$ cat src/hw/rtl/rbp_pkg.sv
// ----------------------------------------------------------------------------
// Relativistic Boris push: shared definitions
// Fixed-point widths, vector and payload types, and the rounding, squaring and
// saturation helpers of the pipeline, whose arithmetic units share the widths.
// ----------------------------------------------------------------------------
package rbp_pkg;

	localparam int FRAC_BITS = 16;

	// Configuration port: two 32-bit registers at byte addresses 0 and 4.
	localparam int ADDR_W = 3;

	typedef enum logic [0:0] {
		REG_HALF_QM_DT = 1'b0,
		REG_TIME_STEP  = 1'b1
	} reg_idx_t;

	localparam logic [30:0] TS_RESET = 31'(1) << FRAC_BITS;

	// Square root radicand and root widths.
	localparam int RAD_W  = 64;
	localparam int ROOT_W = RAD_W / 2;

	// Width of a sum of unity and three rounded squares.
	localparam int SUM_W = RAD_W - FRAC_BITS;

	// Inverse gamma never exceeds one, the rotation factor never exceeds two.
	localparam int IG_W = FRAC_BITS + 1;
	localparam int T_W  = FRAC_BITS + 2;

	localparam int IGN_W = ((2 * FRAC_BITS > ROOT_W) ? 2 * FRAC_BITS : ROOT_W) + 1;
	localparam int TN_W  = ((2 * FRAC_BITS + 2 > SUM_W) ? 2 * FRAC_BITS + 2 : SUM_W) + 1;

	localparam logic [SUM_W-1:0] ONE_S   = SUM_W'(1) << FRAC_BITS;
	localparam logic [IGN_W-1:0] IGN_ONE = IGN_W'(1) << (2 * FRAC_BITS);
	localparam logic [TN_W-1:0]  TN_ONE  = TN_W'(1) << (2 * FRAC_BITS + 1);
	localparam logic [IG_W-1:0]  IG_MAX  = IG_W'(1) << FRAC_BITS;
	localparam logic [T_W-1:0]   T_MAX   = T_W'(1) << (FRAC_BITS + 1);

	// Cyclic neighbours for the cross products.
	localparam int NEXT_IDX [3] = '{1, 2, 0};
	localparam int PREV_IDX [3] = '{2, 0, 1};

	typedef logic signed [31:0] word_t;
	typedef word_t [2:0] vec_t;
	typedef logic signed [63:0] prod_t;
	typedef prod_t [2:0] pvec_t;

	typedef struct packed {
		vec_t pos;
		vec_t um;
		vec_t ep;
		vec_t bv;
	} carry_t;

	typedef struct packed {
		vec_t pos;
		vec_t un;
	} pass_t;

	localparam prod_t S32_MAX = 64'sh0000_0000_7FFF_FFFF;
	localparam prod_t S32_MIN = 64'shFFFF_FFFF_8000_0000;

	function automatic prod_t mul_ss(input word_t a, input word_t b);
		prod_t aa;
		prod_t bb;
		aa = a;
		bb = b;
		return aa * bb;
	endfunction

	// Round half up, then floor shift by the fraction width.
	function automatic prod_t rnd(input prod_t p);
		prod_t r;
		r = p + $signed(64'(1) << (FRAC_BITS - 1));
		return r >>> FRAC_BITS;
	endfunction

	function automatic word_t sat32(input prod_t v);
		word_t r;
		if (v > S32_MAX) begin
			r = S32_MAX[31:0];
		end else if (v < S32_MIN) begin
			r = S32_MIN[31:0];
		end else begin
			r = v[31:0];
		end
		return r;
	endfunction

	function automatic word_t lo32(input prod_t v);
		return v[31:0];
	endfunction

	// Rounded square of a non-negative product.
	function automatic logic [SUM_W-1:0] sq_rnd(input prod_t p);
		logic [63:0] r;
		r = $unsigned(p) + (64'(1) << (FRAC_BITS - 1));
		r = r >> FRAC_BITS;
		return r[SUM_W-1:0];
	endfunction

	function automatic word_t zext_w(input logic [T_W-1:0] v);
		logic [31:0] w;
		w = 32'(v);
		return w;
	endfunction

endpackage

$ cat src/hw/rtl/rbp_isqrt.sv
// ----------------------------------------------------------------------------
// Pipelined integer square root
// Floor square root, one root bit resolved per register stage, with a side
// payload that travels alongside so that the caller needs no delay line.
// ----------------------------------------------------------------------------
module rbp_isqrt #(
	parameter int RAD_W = rbp_pkg::RAD_W,
	parameter int PAY_W = 1
) (
	input  logic               clk,
	input  logic               arst_n,
	input  logic               en,
	input  logic               in_valid,
	input  logic [RAD_W-1:0]   rad,
	input  logic [PAY_W-1:0]   in_pay,
	output logic               out_valid,
	output logic [RAD_W/2-1:0] root,
	output logic [PAY_W-1:0]   out_pay
);
	localparam int ROOT_W = RAD_W / 2;
	localparam int REM_W  = ROOT_W + 3;

	logic             v_s    [1:ROOT_W];
	logic [REM_W-1:0] rem_s  [1:ROOT_W];
	logic [ROOT_W-1:0] root_s [1:ROOT_W];
	logic [RAD_W-1:0] rad_s  [1:ROOT_W];
	logic [PAY_W-1:0] pay_s  [1:ROOT_W];

	genvar k;
	for (k = 0; k < ROOT_W; k++) begin : g_stage
		logic              vi;
		logic [REM_W-1:0]  remi;
		logic [ROOT_W-1:0] rooti;
		logic [RAD_W-1:0]  radi;
		logic [PAY_W-1:0]  payi;
		logic [REM_W-1:0]  rem_sh;
		logic [REM_W-1:0]  cand;
		logic              ge;

		if (k == 0) begin : g_first
			assign vi    = in_valid;
			assign remi  = '0;
			assign rooti = '0;
			assign radi  = rad;
			assign payi  = in_pay;
		end else begin : g_next
			assign vi    = v_s[k];
			assign remi  = rem_s[k];
			assign rooti = root_s[k];
			assign radi  = rad_s[k];
			assign payi  = pay_s[k];
		end

		assign rem_sh = {remi[REM_W-3:0], radi[RAD_W-1:RAD_W-2]};
		assign cand   = REM_W'({rooti, 2'b01});
		assign ge     = rem_sh >= cand;

		always_ff @(posedge clk or negedge arst_n) begin
			if (!arst_n) begin
				v_s[k+1] <= 1'b0;
			end else if (en) begin
				v_s[k+1] <= vi;
			end
		end

		always_ff @(posedge clk) begin
			if (en) begin
				rem_s[k+1]  <= ge ? rem_sh - cand : rem_sh;
				root_s[k+1] <= {rooti[ROOT_W-2:0], ge};
				rad_s[k+1]  <= radi << 2;
				pay_s[k+1]  <= payi;
			end
		end
	end

	assign out_valid = v_s[ROOT_W];
	assign root      = root_s[ROOT_W];
	assign out_pay   = pay_s[ROOT_W];

endmodule

$ cat config.mk
export PLATFORM = sky130hd
export DESIGN_NAME = rbp_isqrt
export DESIGN_NICKNAME = d
export VERILOG_FILES = /design/src/hw/rtl/rbp_pkg.sv /design/src/hw/rtl/rbp_isqrt.sv
export SDC_FILE = /design/constraint.sdc
export NUM_CORES = 2
export LEC_CHECK = 0
export BUFFER_PORTS_ARGS = -buffer_cell sky130_fd_sc_hd__buf_2
export CAP_MARGIN = 20
export CORE_MARGIN = 2
export CORE_UTILIZATION = 60
export DETAILED_ROUTE_END_ITERATION = 8
export PLACE_DENSITY_LB_ADDON = 0.1
export SETUP_SLACK_MARGIN = 0.4
export SLEW_MARGIN = 5
export SYNTH_ARGS = -nofsm -noshare
export SYNTH_HDL_FRONTEND = slang
export SYNTH_MEMORY_MAX_BITS = 65536
export SYNTH_SLANG_ARGS = --single-unit
$ cat constraint.sdc
create_clock -name clk -period 4.64 [get_ports clk]
set_input_delay 0.232 -clock clk [delete_from_list [all_inputs] [get_ports clk]]
set_output_delay 0.232 -clock clk [all_outputs]
set_load 0.005 [all_outputs]
==> metrics <==
result of the run finished, final reports clean; most frequent CP cell sky130_fd_sc_hd__nor4_1; number of failing setup endpoints in the final timing report 0; number of max-cap violations 0; worst slew margin relative to its limit 9.12%; CP max FO 7; Main synth FF type sky130_fd_sc_hd__edfxtp_1; CP max stage cell sky130_fd_sc_hd__nor4_1; TritonCTS Sinks 2558; hold path endpoint rad_s[0][72]; highest clock rate 245 MHz; worst r2r path cells 11; number of antenna-violating nets in the routed design 0; Max Root-Sink Buffers 4; starting utilization of the core area 60.2%; die width 448 um; kind of critical path flip-flop to flip-flop; number of warning messages in the yosys log 0; First-pass DRT Iterations 6; via density per instance 5.78; clock transition at the register clock pins on the worst setup and hold paths after CTS 0.06 ns; layout overhead on the synthesized area 12.2%; crit path launch type flip-flop; reg2reg start rem_s[0][539]; net count reported at finish 10200; largest net degree at the start of global routing 182; setup slack, reg-to-reg 0.56 ns; area after detailed placement 0.123 mm^2; worst min-delay path class primary input to flip-flop; required arrival time at the worst endpoint 5.27 ns; GRT Overall Usage 24.5%; core area 0.197 mm^2; Worst Tran Pin Value 1.35 ns; cell count after synthesis 9159; type of element capturing the critical path flip-flop; Min Clock Period, post-route 4.08 ns; Cell Chain, Critical Path ha_1 > or4b_1 > or2_2 > nor4_1 > nor4_1 > nor2b_1 > o31ai_4 > nand2_1 > or4_1 > nor4_1 > xor2_1; fin area 0.133 mm^2; Row Count 163; height of the chip 448 um; data arrival time at the worst-slack endpoint 4.72 ns; Post-route DRC 0; final routed wirelength across all metal layers 247000 um; Boundary Pins 103; Inserted Clock Buffers 284; HPWL reported at the end of detailed placement 172000 um; HP Start rad[10]; via total after detailed routing 71800; Synth cell types 88; leading cell types in the layout, fill and taps excluded sky130_fd_sc_hd__edfxtp_1, sky130_fd_sc_hd__inv_1, sky130_fd_sc_hd__nand2_1; share of flip-flops with an asynchronous set or reset after synthesis 1.25%; Port Buffer Count 102; Period Utilization, post-route 88.0%; number of violations reported at the end of detailed-routing iteration 0 6441; final clock skew 0.0636 ns; worst hold path depth 2; Root Driver sky130_fd_sc_hd__clkbuf_16; Synth Area per Inst 12.9 um^2; launch point of the critical path rem_s[0][539]; clock network latency to the later pin of the worst-skew pair 0.93 ns; total nets after synthesis 9789; die area 0.201 mm^2; routed len/inst 19.9 um; post-synth design cell area 0.118 mm^2; global-route wire length before repair 385000 um; unrepaired setup endpoints after global routing false; CTS tree done; peak per-stage delay on the critical path 0.60 ns; setup tns final 0 ns; leakage power 51.0 nW; maximum level of the CTS H-tree 5; overflow left after global routing 0; antenna violations before repair 4; number of synthesized flops with an enable pin 2526; IR Drop Worst-Case VDD 0.000435 V; reg-to-reg endpoint rem_s[0][588]; final number of hold-violating endpoints 0; fraction of layout cells with a size suffix above 1 7.97%; via count of the first global-routing pass 70000; FF+latch count, synth 2558; final number of max-transition violations 0; Cell Pwr Density 502 mW/mm^2; share of the yosys chip area belonging to registers 64.7%; Final Wtd Congestion 0.924; most common library cell in the layout ignoring fill and taps sky130_fd_sc_hd__edfxtp_1
flip-flops by register name, summed over array words and instances, names as in the netlist:
name        count
root_s        528
rad_s         992
pay_s          32
g_stage.vi     31
out_valid       1
rem_s         974
Yosys cell counts (83+ instances only):
cell,number,area [um^2]
sky130_fd_sc_hd__a21o_1,255,1910
sky130_fd_sc_hd__a21oi_1,502,2510
sky130_fd_sc_hd__clkbuf_1,162,608
sky130_fd_sc_hd__edfxtp_1,2526,75900
sky130_fd_sc_hd__ha_1,561,7020
sky130_fd_sc_hd__inv_1,721,2710
sky130_fd_sc_hd__mux2_2,90,1010
sky130_fd_sc_hd__nand2_1,713,2680
sky130_fd_sc_hd__nand2b_1,118,738
sky130_fd_sc_hd__nand3_1,151,756
sky130_fd_sc_hd__nand4_1,95,594
sky130_fd_sc_hd__nor2_1,500,1880
sky130_fd_sc_hd__nor2b_1,83,519
sky130_fd_sc_hd__nor3_1,213,1070
sky130_fd_sc_hd__nor4_1,117,732
sky130_fd_sc_hd__o21a_1,125,938
sky130_fd_sc_hd__o21ai_0,531,2660
sky130_fd_sc_hd__o31ai_1,86,646
sky130_fd_sc_hd__or3_1,87,544
sky130_fd_sc_hd__xnor2_1,410,3590
sky130_fd_sc_hd__xor2_1,368,3220
worst max-delay path, delay by kind of cell (launching register included):
| family | cells | cell delay, ns |
|---|---|---|
| compound gates | 1 | 0.08 |
| simple gates | 8 | 2.79 |
| flops | 1 | 0.42 |
| xor+xnor | 1 | 0.12 |
| fa+ha+maj | 1 | 0.43 |
final cells by class:
cell class | count | area, um^2
Timing Repair Buffer | 306 | 2680
Clock inverter | 142 | 1450
Fill cell | 13900 | 63900
Inverter | 722 | 2710
Sequential cell | 2558 | 76700
Multi-Input combinational cell | 5690 | 38500
Tap cell | 2640 | 3300
Clock buffer | 347 | 7540
Antenna cell | 2 | 5.00
per-layer routing:
metal	wire, um	global-route usage, %
met4	6810	7.09
met3	11200	3.35
met5	0	0
met1	106000	32.8
met2	123000	41.9
worst max-delay path by stage:
stage | end | slack (ns) | cells past startpoint
global placement | rem_s[0][588] | 0.64 | 11
global route | rem_s[0][588] | 0.42 | 11
finish | rem_s[0][588] | 0.56 | 11
detailed placement | rem_s[0][862] | 0.64 | 12
CTS | rem_s[0][862] | 0.59 | 12
floorplan | rem_s[0][855] | 0.98 | 11
power by group:
part           switching [W]  total, W  internal (W)
Combinational        0.00781    0.0135       0.00570
Sequential           0.00203    0.0313        0.0292
Clock                0.00874    0.0219        0.0132
cell families after synthesis:
group,count (synthesis),share of synthesized area [%]
compound gates,1869,9.87
xor+xnor,778,5.75
fa+ha+maj,561,5.93
buf+inv,911,2.90
flops,2558,64.7
mux,98,0.923
other cells,1,0.00317
simple gates,2383,9.92
per-stage QoR:
stage               hold slack [ns]  setup slack (ns)  total power [W]  instances  util [%]
floorplan                   -0.0636             0.977           0.0406       9159         -
global placement              0.310             0.638           0.0448      11800      62.3
detailed placement            0.315             0.635           0.0450      11800      62.3
CTS                        0.000186             0.590           0.0671      12400      67.5
global route                 0.0312             0.419           0.0699      12400      67.5
finish                       0.0609             0.556           0.0667      12400      67.5
timing repair:
item,4_1_cts,5_1_grt
hold buffers,120,0
resized for setup,0,2
endpoints found under the hold margin,165,0
setup endpoints to repair,0,23
buffers inserted,0,1
No activity file was read; power rests on OpenSTA's default activity.
