## config.mk

```make
export PLATFORM = sky130hd
export DESIGN_NAME = rbp_div
export DESIGN_NICKNAME = d
export VERILOG_FILES = /design/src/hw/rtl/rbp_pkg.sv /design/src/hw/rtl/rbp_div.sv
export SDC_FILE = /design/constraint.sdc
export NUM_CORES = 2
export LEC_CHECK = 0
export ABC_AREA = 0
export BUFFER_PORTS_ARGS = -buffer_cell sky130_fd_sc_hd__buf_2
export CORE_MARGIN = 2
export CORE_UTILIZATION = 23
export DETAILED_ROUTE_END_ITERATION = 8
export HOLD_SLACK_MARGIN = 0.1
export MAX_ROUTING_LAYER = met4
export PLACE_DENSITY_LB_ADDON = 0.2
export REMOVE_ABC_BUFFERS = 1
export SLEW_MARGIN = 5
export SYNTH_ARGS = -nofsm -noshare
export SYNTH_HDL_FRONTEND = slang
export SYNTH_SLANG_ARGS = --single-unit
```

## constraint.sdc

```tcl
create_clock -name clk -period 4.04 [get_ports clk]
set_input_delay 0.606 -clock clk [delete_from_list [all_inputs] [get_ports clk]]
set_output_delay 0.606 -clock clk [all_outputs]
set_load 0.005 [all_outputs]
```

## src/hw/rtl/rbp_pkg.sv

```systemverilog
// ----------------------------------------------------------------------------
// Relativistic Boris push: shared definitions
// Fixed-point widths, vector and payload types, and the rounding, squaring and
// saturation helpers of the pipeline, whose arithmetic units share the widths.
// ----------------------------------------------------------------------------
package rbp_pkg;

	localparam int FRAC_BITS = 16;

	// Configuration port: two 32-bit registers at byte addresses 0 and 4.
	localparam int ADDR_W = 3;

	typedef enum logic [0:0] {
		REG_HALF_QM_DT = 1'b0,
		REG_TIME_STEP  = 1'b1
	} reg_idx_t;

	localparam logic [30:0] TS_RESET = 31'(1) << FRAC_BITS;

	// Square root radicand and root widths.
	localparam int RAD_W  = 64;
	localparam int ROOT_W = RAD_W / 2;

	// Width of a sum of unity and three rounded squares.
	localparam int SUM_W = RAD_W - FRAC_BITS;

	// Inverse gamma never exceeds one, the rotation factor never exceeds two.
	localparam int IG_W = FRAC_BITS + 1;
	localparam int T_W  = FRAC_BITS + 2;

	localparam int IGN_W = ((2 * FRAC_BITS > ROOT_W) ? 2 * FRAC_BITS : ROOT_W) + 1;
	localparam int TN_W  = ((2 * FRAC_BITS + 2 > SUM_W) ? 2 * FRAC_BITS + 2 : SUM_W) + 1;

	localparam logic [SUM_W-1:0] ONE_S   = SUM_W'(1) << FRAC_BITS;
	localparam logic [IGN_W-1:0] IGN_ONE = IGN_W'(1) << (2 * FRAC_BITS);
	localparam logic [TN_W-1:0]  TN_ONE  = TN_W'(1) << (2 * FRAC_BITS + 1);
	localparam logic [IG_W-1:0]  IG_MAX  = IG_W'(1) << FRAC_BITS;
	localparam logic [T_W-1:0]   T_MAX   = T_W'(1) << (FRAC_BITS + 1);

	// Cyclic neighbours for the cross products.
	localparam int NEXT_IDX [3] = '{1, 2, 0};
	localparam int PREV_IDX [3] = '{2, 0, 1};

	typedef logic signed [31:0] word_t;
	typedef word_t [2:0] vec_t;
	typedef logic signed [63:0] prod_t;
	typedef prod_t [2:0] pvec_t;

	typedef struct packed {
		vec_t pos;
		vec_t um;
		vec_t ep;
		vec_t bv;
	} carry_t;

	typedef struct packed {
		vec_t pos;
		vec_t un;
	} pass_t;

	localparam prod_t S32_MAX = 64'sh0000_0000_7FFF_FFFF;
	localparam prod_t S32_MIN = 64'shFFFF_FFFF_8000_0000;

	function automatic prod_t mul_ss(input word_t a, input word_t b);
		prod_t aa;
		prod_t bb;
		aa = a;
		bb = b;
		return aa * bb;
	endfunction

	// Round half up, then floor shift by the fraction width.
	function automatic prod_t rnd(input prod_t p);
		prod_t r;
		r = p + $signed(64'(1) << (FRAC_BITS - 1));
		return r >>> FRAC_BITS;
	endfunction

	function automatic word_t sat32(input prod_t v);
		word_t r;
		if (v > S32_MAX) begin
			r = S32_MAX[31:0];
		end else if (v < S32_MIN) begin
			r = S32_MIN[31:0];
		end else begin
			r = v[31:0];
		end
		return r;
	endfunction

	function automatic word_t lo32(input prod_t v);
		return v[31:0];
	endfunction

	// Rounded square of a non-negative product.
	function automatic logic [SUM_W-1:0] sq_rnd(input prod_t p);
		logic [63:0] r;
		r = $unsigned(p) + (64'(1) << (FRAC_BITS - 1));
		r = r >> FRAC_BITS;
		return r[SUM_W-1:0];
	endfunction

	function automatic word_t zext_w(input logic [T_W-1:0] v);
		logic [31:0] w;
		w = 32'(v);
		return w;
	endfunction

endpackage

```

## src/hw/rtl/rbp_div.sv

```systemverilog
// ----------------------------------------------------------------------------
// Pipelined unsigned divider
// Restoring division, one quotient bit per register stage, most significant
// first. The quotient must fit in Q_W bits. A side payload travels alongside.
// ----------------------------------------------------------------------------
module rbp_div #(
	parameter int NUM_W = rbp_pkg::IGN_W,
	parameter int DEN_W = rbp_pkg::ROOT_W,
	parameter int Q_W   = rbp_pkg::IG_W,
	parameter int PAY_W = 1
) (
	input  logic             clk,
	input  logic             arst_n,
	input  logic             en,
	input  logic             in_valid,
	input  logic [NUM_W-1:0] num,
	input  logic [DEN_W-1:0] den,
	input  logic [PAY_W-1:0] in_pay,
	output logic             out_valid,
	output logic [Q_W-1:0]   quo,
	output logic [PAY_W-1:0] out_pay
);
	localparam int CMP_W = (NUM_W > DEN_W + Q_W) ? NUM_W : DEN_W + Q_W;

	logic             v_s   [1:Q_W];
	logic [NUM_W-1:0] rem_s [1:Q_W];
	logic [DEN_W-1:0] den_s [1:Q_W];
	logic [Q_W-1:0]   q_s   [1:Q_W];
	logic [PAY_W-1:0] pay_s [1:Q_W];

	genvar k;
	for (k = 0; k < Q_W; k++) begin : g_stage
		logic             vi;
		logic [NUM_W-1:0] remi;
		logic [DEN_W-1:0] deni;
		logic [Q_W-1:0]   qi;
		logic [PAY_W-1:0] payi;
		logic [CMP_W-1:0] dsh;
		logic [CMP_W-1:0] rext;
		logic [CMP_W-1:0] diff;
		logic             ge;

		if (k == 0) begin : g_first
			assign vi   = in_valid;
			assign remi = num;
			assign deni = den;
			assign qi   = '0;
			assign payi = in_pay;
		end else begin : g_next
			assign vi   = v_s[k];
			assign remi = rem_s[k];
			assign deni = den_s[k];
			assign qi   = q_s[k];
			assign payi = pay_s[k];
		end

		assign dsh  = CMP_W'(deni) << (Q_W - 1 - k);
		assign rext = CMP_W'(remi);
		assign ge   = rext >= dsh;
		assign diff = rext - dsh;

		always_ff @(posedge clk or negedge arst_n) begin
			if (!arst_n) begin
				v_s[k+1] <= 1'b0;
			end else if (en) begin
				v_s[k+1] <= vi;
			end
		end

		always_ff @(posedge clk) begin
			if (en) begin
				rem_s[k+1] <= ge ? diff[NUM_W-1:0] : remi;
				den_s[k+1] <= deni;
				q_s[k+1]   <= {qi[Q_W-2:0], ge};
				pay_s[k+1] <= payi;
			end
		end
	end

	assign out_valid = v_s[Q_W];
	assign quo       = q_s[Q_W];
	assign out_pay   = pay_s[Q_W];

endmodule
```

==> impl_metrics.py <==
metrics = {
    "critical_path": {
        "rr_startpoint": "rem_s[0][304]$_DFFE_PP_",
        "critPathKind": "reg2reg",
        "crit_required_ns": 4.57,
        "cp_slowest_cell": "nor3b_1",
        "cp.depth": 15,
        "cp_slowest_stage_delay_ns": 0.48,
        "path_buf_inv": 5,
        "crit_path_cell_trace": "inv_1 -> ha_1 -> inv_1 -> fa_1 -> a211oi_1 -> o21bai_1 -> o2111ai_1 -> buf_4 -> nor3b_1 -> buf_4 -> nor3_1 -> o31a_1 -> o21ai_4 -> buf_12 -> mux2_2",
        "worst_r2r_path_depth": 15,
        "end_kind": "flip-flop",
        "critical_path.endpoint": "rem_s[0][340]$_DFFE_PP_",
        "arrival_ns": 4.48,
        "crit_path_max_fanout": 13,
        "rrSetupSlack_ns": 0.09,
        "r2r-end": "rem_s[0][340]$_DFFE_PP_",
        "crit_path_start": "rem_s[0][304]$_DFFE_PP_",
        "critPathLaunchType": "flip-flop",
        "cp_top_family": "compound AO/OA/AOI/OAI gates",
    },
    "sta": {
        "rsz0062_at_grt": "no",
        "period_minus_slack_ns": 3.946,
        "setup_ws_ns": 0.09380,
        "slew_violations": 0,
        "finalHoldViolCount": 0,
        "relSlewSlack_pct": 37.98,
        "worst_pin_slew_ns": 0.9231,
        "finClkSkew_ns": 0.06906,
        "clock.fmax_ghz": 0.2534,
        "final-setup-viol-count": 0,
        "fin_crit_sh_pct": 97.68,
        "tns_ns": 0,
    },
    "synthesis": {
        "ys_ff_latch": 1227,
        "ys.flop_type": "edfxtp_1",
        "synth_area_leader_cell": "edfxtp_1",
        "ys_warn_count": 0,
        "synthArstFlopShare_pct": 1.385,
        "ys_top_cells_by_count": "edfxtp_1 (1210), inv_1 (537), ha_1 (424), a21oi_1 (355), nand2_1 (288)",
        "synthTopCellsByArea": "edfxtp_1 (57%), ha_1 (8.4%), mux2_2 (4.3%), inv_1 (3.2%), a21oi_1 (2.8%)",
        "synth_cell_types": 92,
        "ys_seq_area_share_pct": 57.95,
        "synth-edff-count": 1210,
        "post-synth-top-count-cell": "edfxtp_1",
        "syn-cell-area_um2": 63440,
        "avgSynthCellArea_um2": 12.40,
        "synth_cells": 5118,
        "synth_top_area_share_pct": 57.28,
    },
    "clock_network": {
        "ctsLongestPathBuffers": 4,
        "clock_latency_ns": 0.85,
        "cts_buffers": 159,
        "clk_pin_slew_worst_paths_ns": 0.06,
        "numClockSinks": 1227,
        "cts_tree": "done",
        "htree_levels": 4,
        "cts_root_buf": "clkbuf_16",
    },
    "die": {
        "die_h_um": 529.2,
        "fp.dieArea_um2": 280000,
        "core_um2": 274100,
        "initial_core_util_pct": 23.14,
        "rows": 192,
        "ios": 89,
        "fp.dieW_um": 529.2,
    },
    "placement": {
        "dp.final_hpwl_mm": 109.7,
        "placed_cells": 8930,
        "place_ws_ns": -0.01635,
        "io_buffers": 88,
        "gp_congestion": 0.8754,
    },
    "drt": {
        "wl_mm": 145.5,
        "wire_per_inst_um": 15.69,
        "firstDrtPassIters": 7,
        "drc": 0,
        "postRouteAntennaNets": 0,
        "dr_total_vias": 39420,
        "drt_iter0_drc": 1997,
        "viasPerCell": 4.252,
    },
    "pwr": {
        "p_sw_mw": 8.700,
        "intPower_mw": 25.32,
        "p_leak_nw": 29.27,
        "power_density_nw_per_um2": 454.4,
        "seq_power_share_pct": 45.6,
        "power_frac_comb_pct": 14.8,
        "switching_share_pct": 25.58,
        "max-vdd-ir-drop_mv": 0.3106,
        "clockPowerShare_pct": 39.6,
    },
    "global_route": {
        "grt_first_pass_wirelength_mm": 228.8,
        "grt_max_degree": 137,
        "grt_pass1_vias": 41700,
        "antenna_found_initial": 1,
        "grt.overflow.total": 0,
        "grt_usage_pct": 10.59,
    },
    "hold_path": {
        "hold_path.class": "in2reg",
    },
    "cells_and_area": {
        "syn_to_final_growth_pct": 18.01,
        "layout.nets": 5983,
        "final_cells": 9272,
        "drive_gt1_share_pct": 12.75,
    },
    "run": {
        "cap_violations": 0,
    },
    "run_status": {
        "status": "finished, final reports clean",
    },
}
## worst min-delay path by stage
stage	from	endpoint	slack (ns)	cells past startpoint
finish	num[29]	rem_s[0][62]$_DFFE_PP_	0.20	3
global route	num[29]	rem_s[0][62]$_DFFE_PP_	0.16	3
CTS	num[29]	rem_s[0][62]$_DFFE_PP_	0.13	3
detailed placement	pay_s[5]$_DFFE_PP_	pay_s[6]$_DFFE_PP_	0.40	0
global placement	q_s[10][9]$_DFFE_PP_	q_s[11][10]$_DFFE_PP_	0.40	0
floorplan	arst_n	g_stage[10].vi$_DFFE_PN0P_	0.31	0
## routing by layer
layer  vias up  share of wire [%]  track usage (%)
li1      19770                  -                -
met1     18630                 40            10.93
met2       642                 51            19.08
met3       385                3.1            1.770
met4         0                6.0            5.718
met5         -                  0                -
## cell usage in the layout, fill, tap and decap left out, types with 69 or more instances in the layout
cell type  count
xor2_1       131
buf_2         87
a21oi_1      353
ha_1         424
xnor2_1      187
o21ai_0      273
a21o_1       190
nand2_1      288
nor2_1       277
buf_4        103
clkbuf_16    160
mux2_2       243
edfxtp_1    1210
nand3_1       72
inv_1        537
nor3_1        69
## state kept, by name (all words and copies together), names as in the netlist
name and flops:
out_valid 1, q_s 153, pay_s 17, g_stage.vi 16, den_s 512, rem_s 528
## cells by family after synthesis
logic type	count (synthesis)	share of synthesized area (%)
buf+inv	623	3.937
simple gates	1045	8.041
fa+ha+maj	440	8.868
mux	261	4.601
flops	1227	57.95
xor+xnor	318	4.390
compound gates	1204	12.22
## worst register-to-register path, cell delays in order (launching register included)
cell	delay [ns]
edfxtp_1	0.40
inv_1	0.08
ha_1	0.17
inv_1	0.06
fa_1	0.42
a211oi_1	0.27
o21bai_1	0.16
o2111ai_1	0.21
buf_4	0.15
nor3b_1	0.48
buf_4	0.24
nor3_1	0.05
o31a_1	0.31
o21ai_4	0.17
buf_12	0.16
mux2_2	0.36
## stage by stage
step | total power, mW | hold slack (ns) | utilization (%) | area [um^2]
floorplan | 19.10 | 0.3104 | - | 62960
global placement | 20.75 | 0.4004 | 25.27 | 69270
detailed placement | 20.78 | 0.4045 | 25.27 | 69270
CTS | 34.69 | 0.1272 | 27.31 | 74850
global route | 35.81 | 0.1628 | 27.31 | 74860
finish | 34.02 | 0.2016 | 27.31 | 74860
## what timing repair did
item                       CTS  global route
hold endpoints to repair    83             0
hold buffers                67             0
buffers inserted             1             0
cloned                       0             0
setup endpoints to repair   15            13
gates resized for setup      0             4
pin swaps                    1             0
## power by group through the flow
stage	clock [mW]	sequential (mW)	combinational [mW]
floorplan	0	15.6	3.54
global placement	0	15.8	4.94
detailed placement	0	15.8	4.97
CTS	14.1	15.5	5.05
global route	14.6	15.6	5.61
finish	13.5	15.5	5.02
## layout make-up
cell class	count	area (um^2)
sequential	1227	36760
antenna	1	2.502
timing repair buffer	280	2331
clock buffer	206	4177
fill	28030	199200
multi-input combinational	3268	24260
inverter	537	2016
clock inverter	67	708.2
tap	3686	4612
Note: power is estimated with default switching activity, not from simulation.
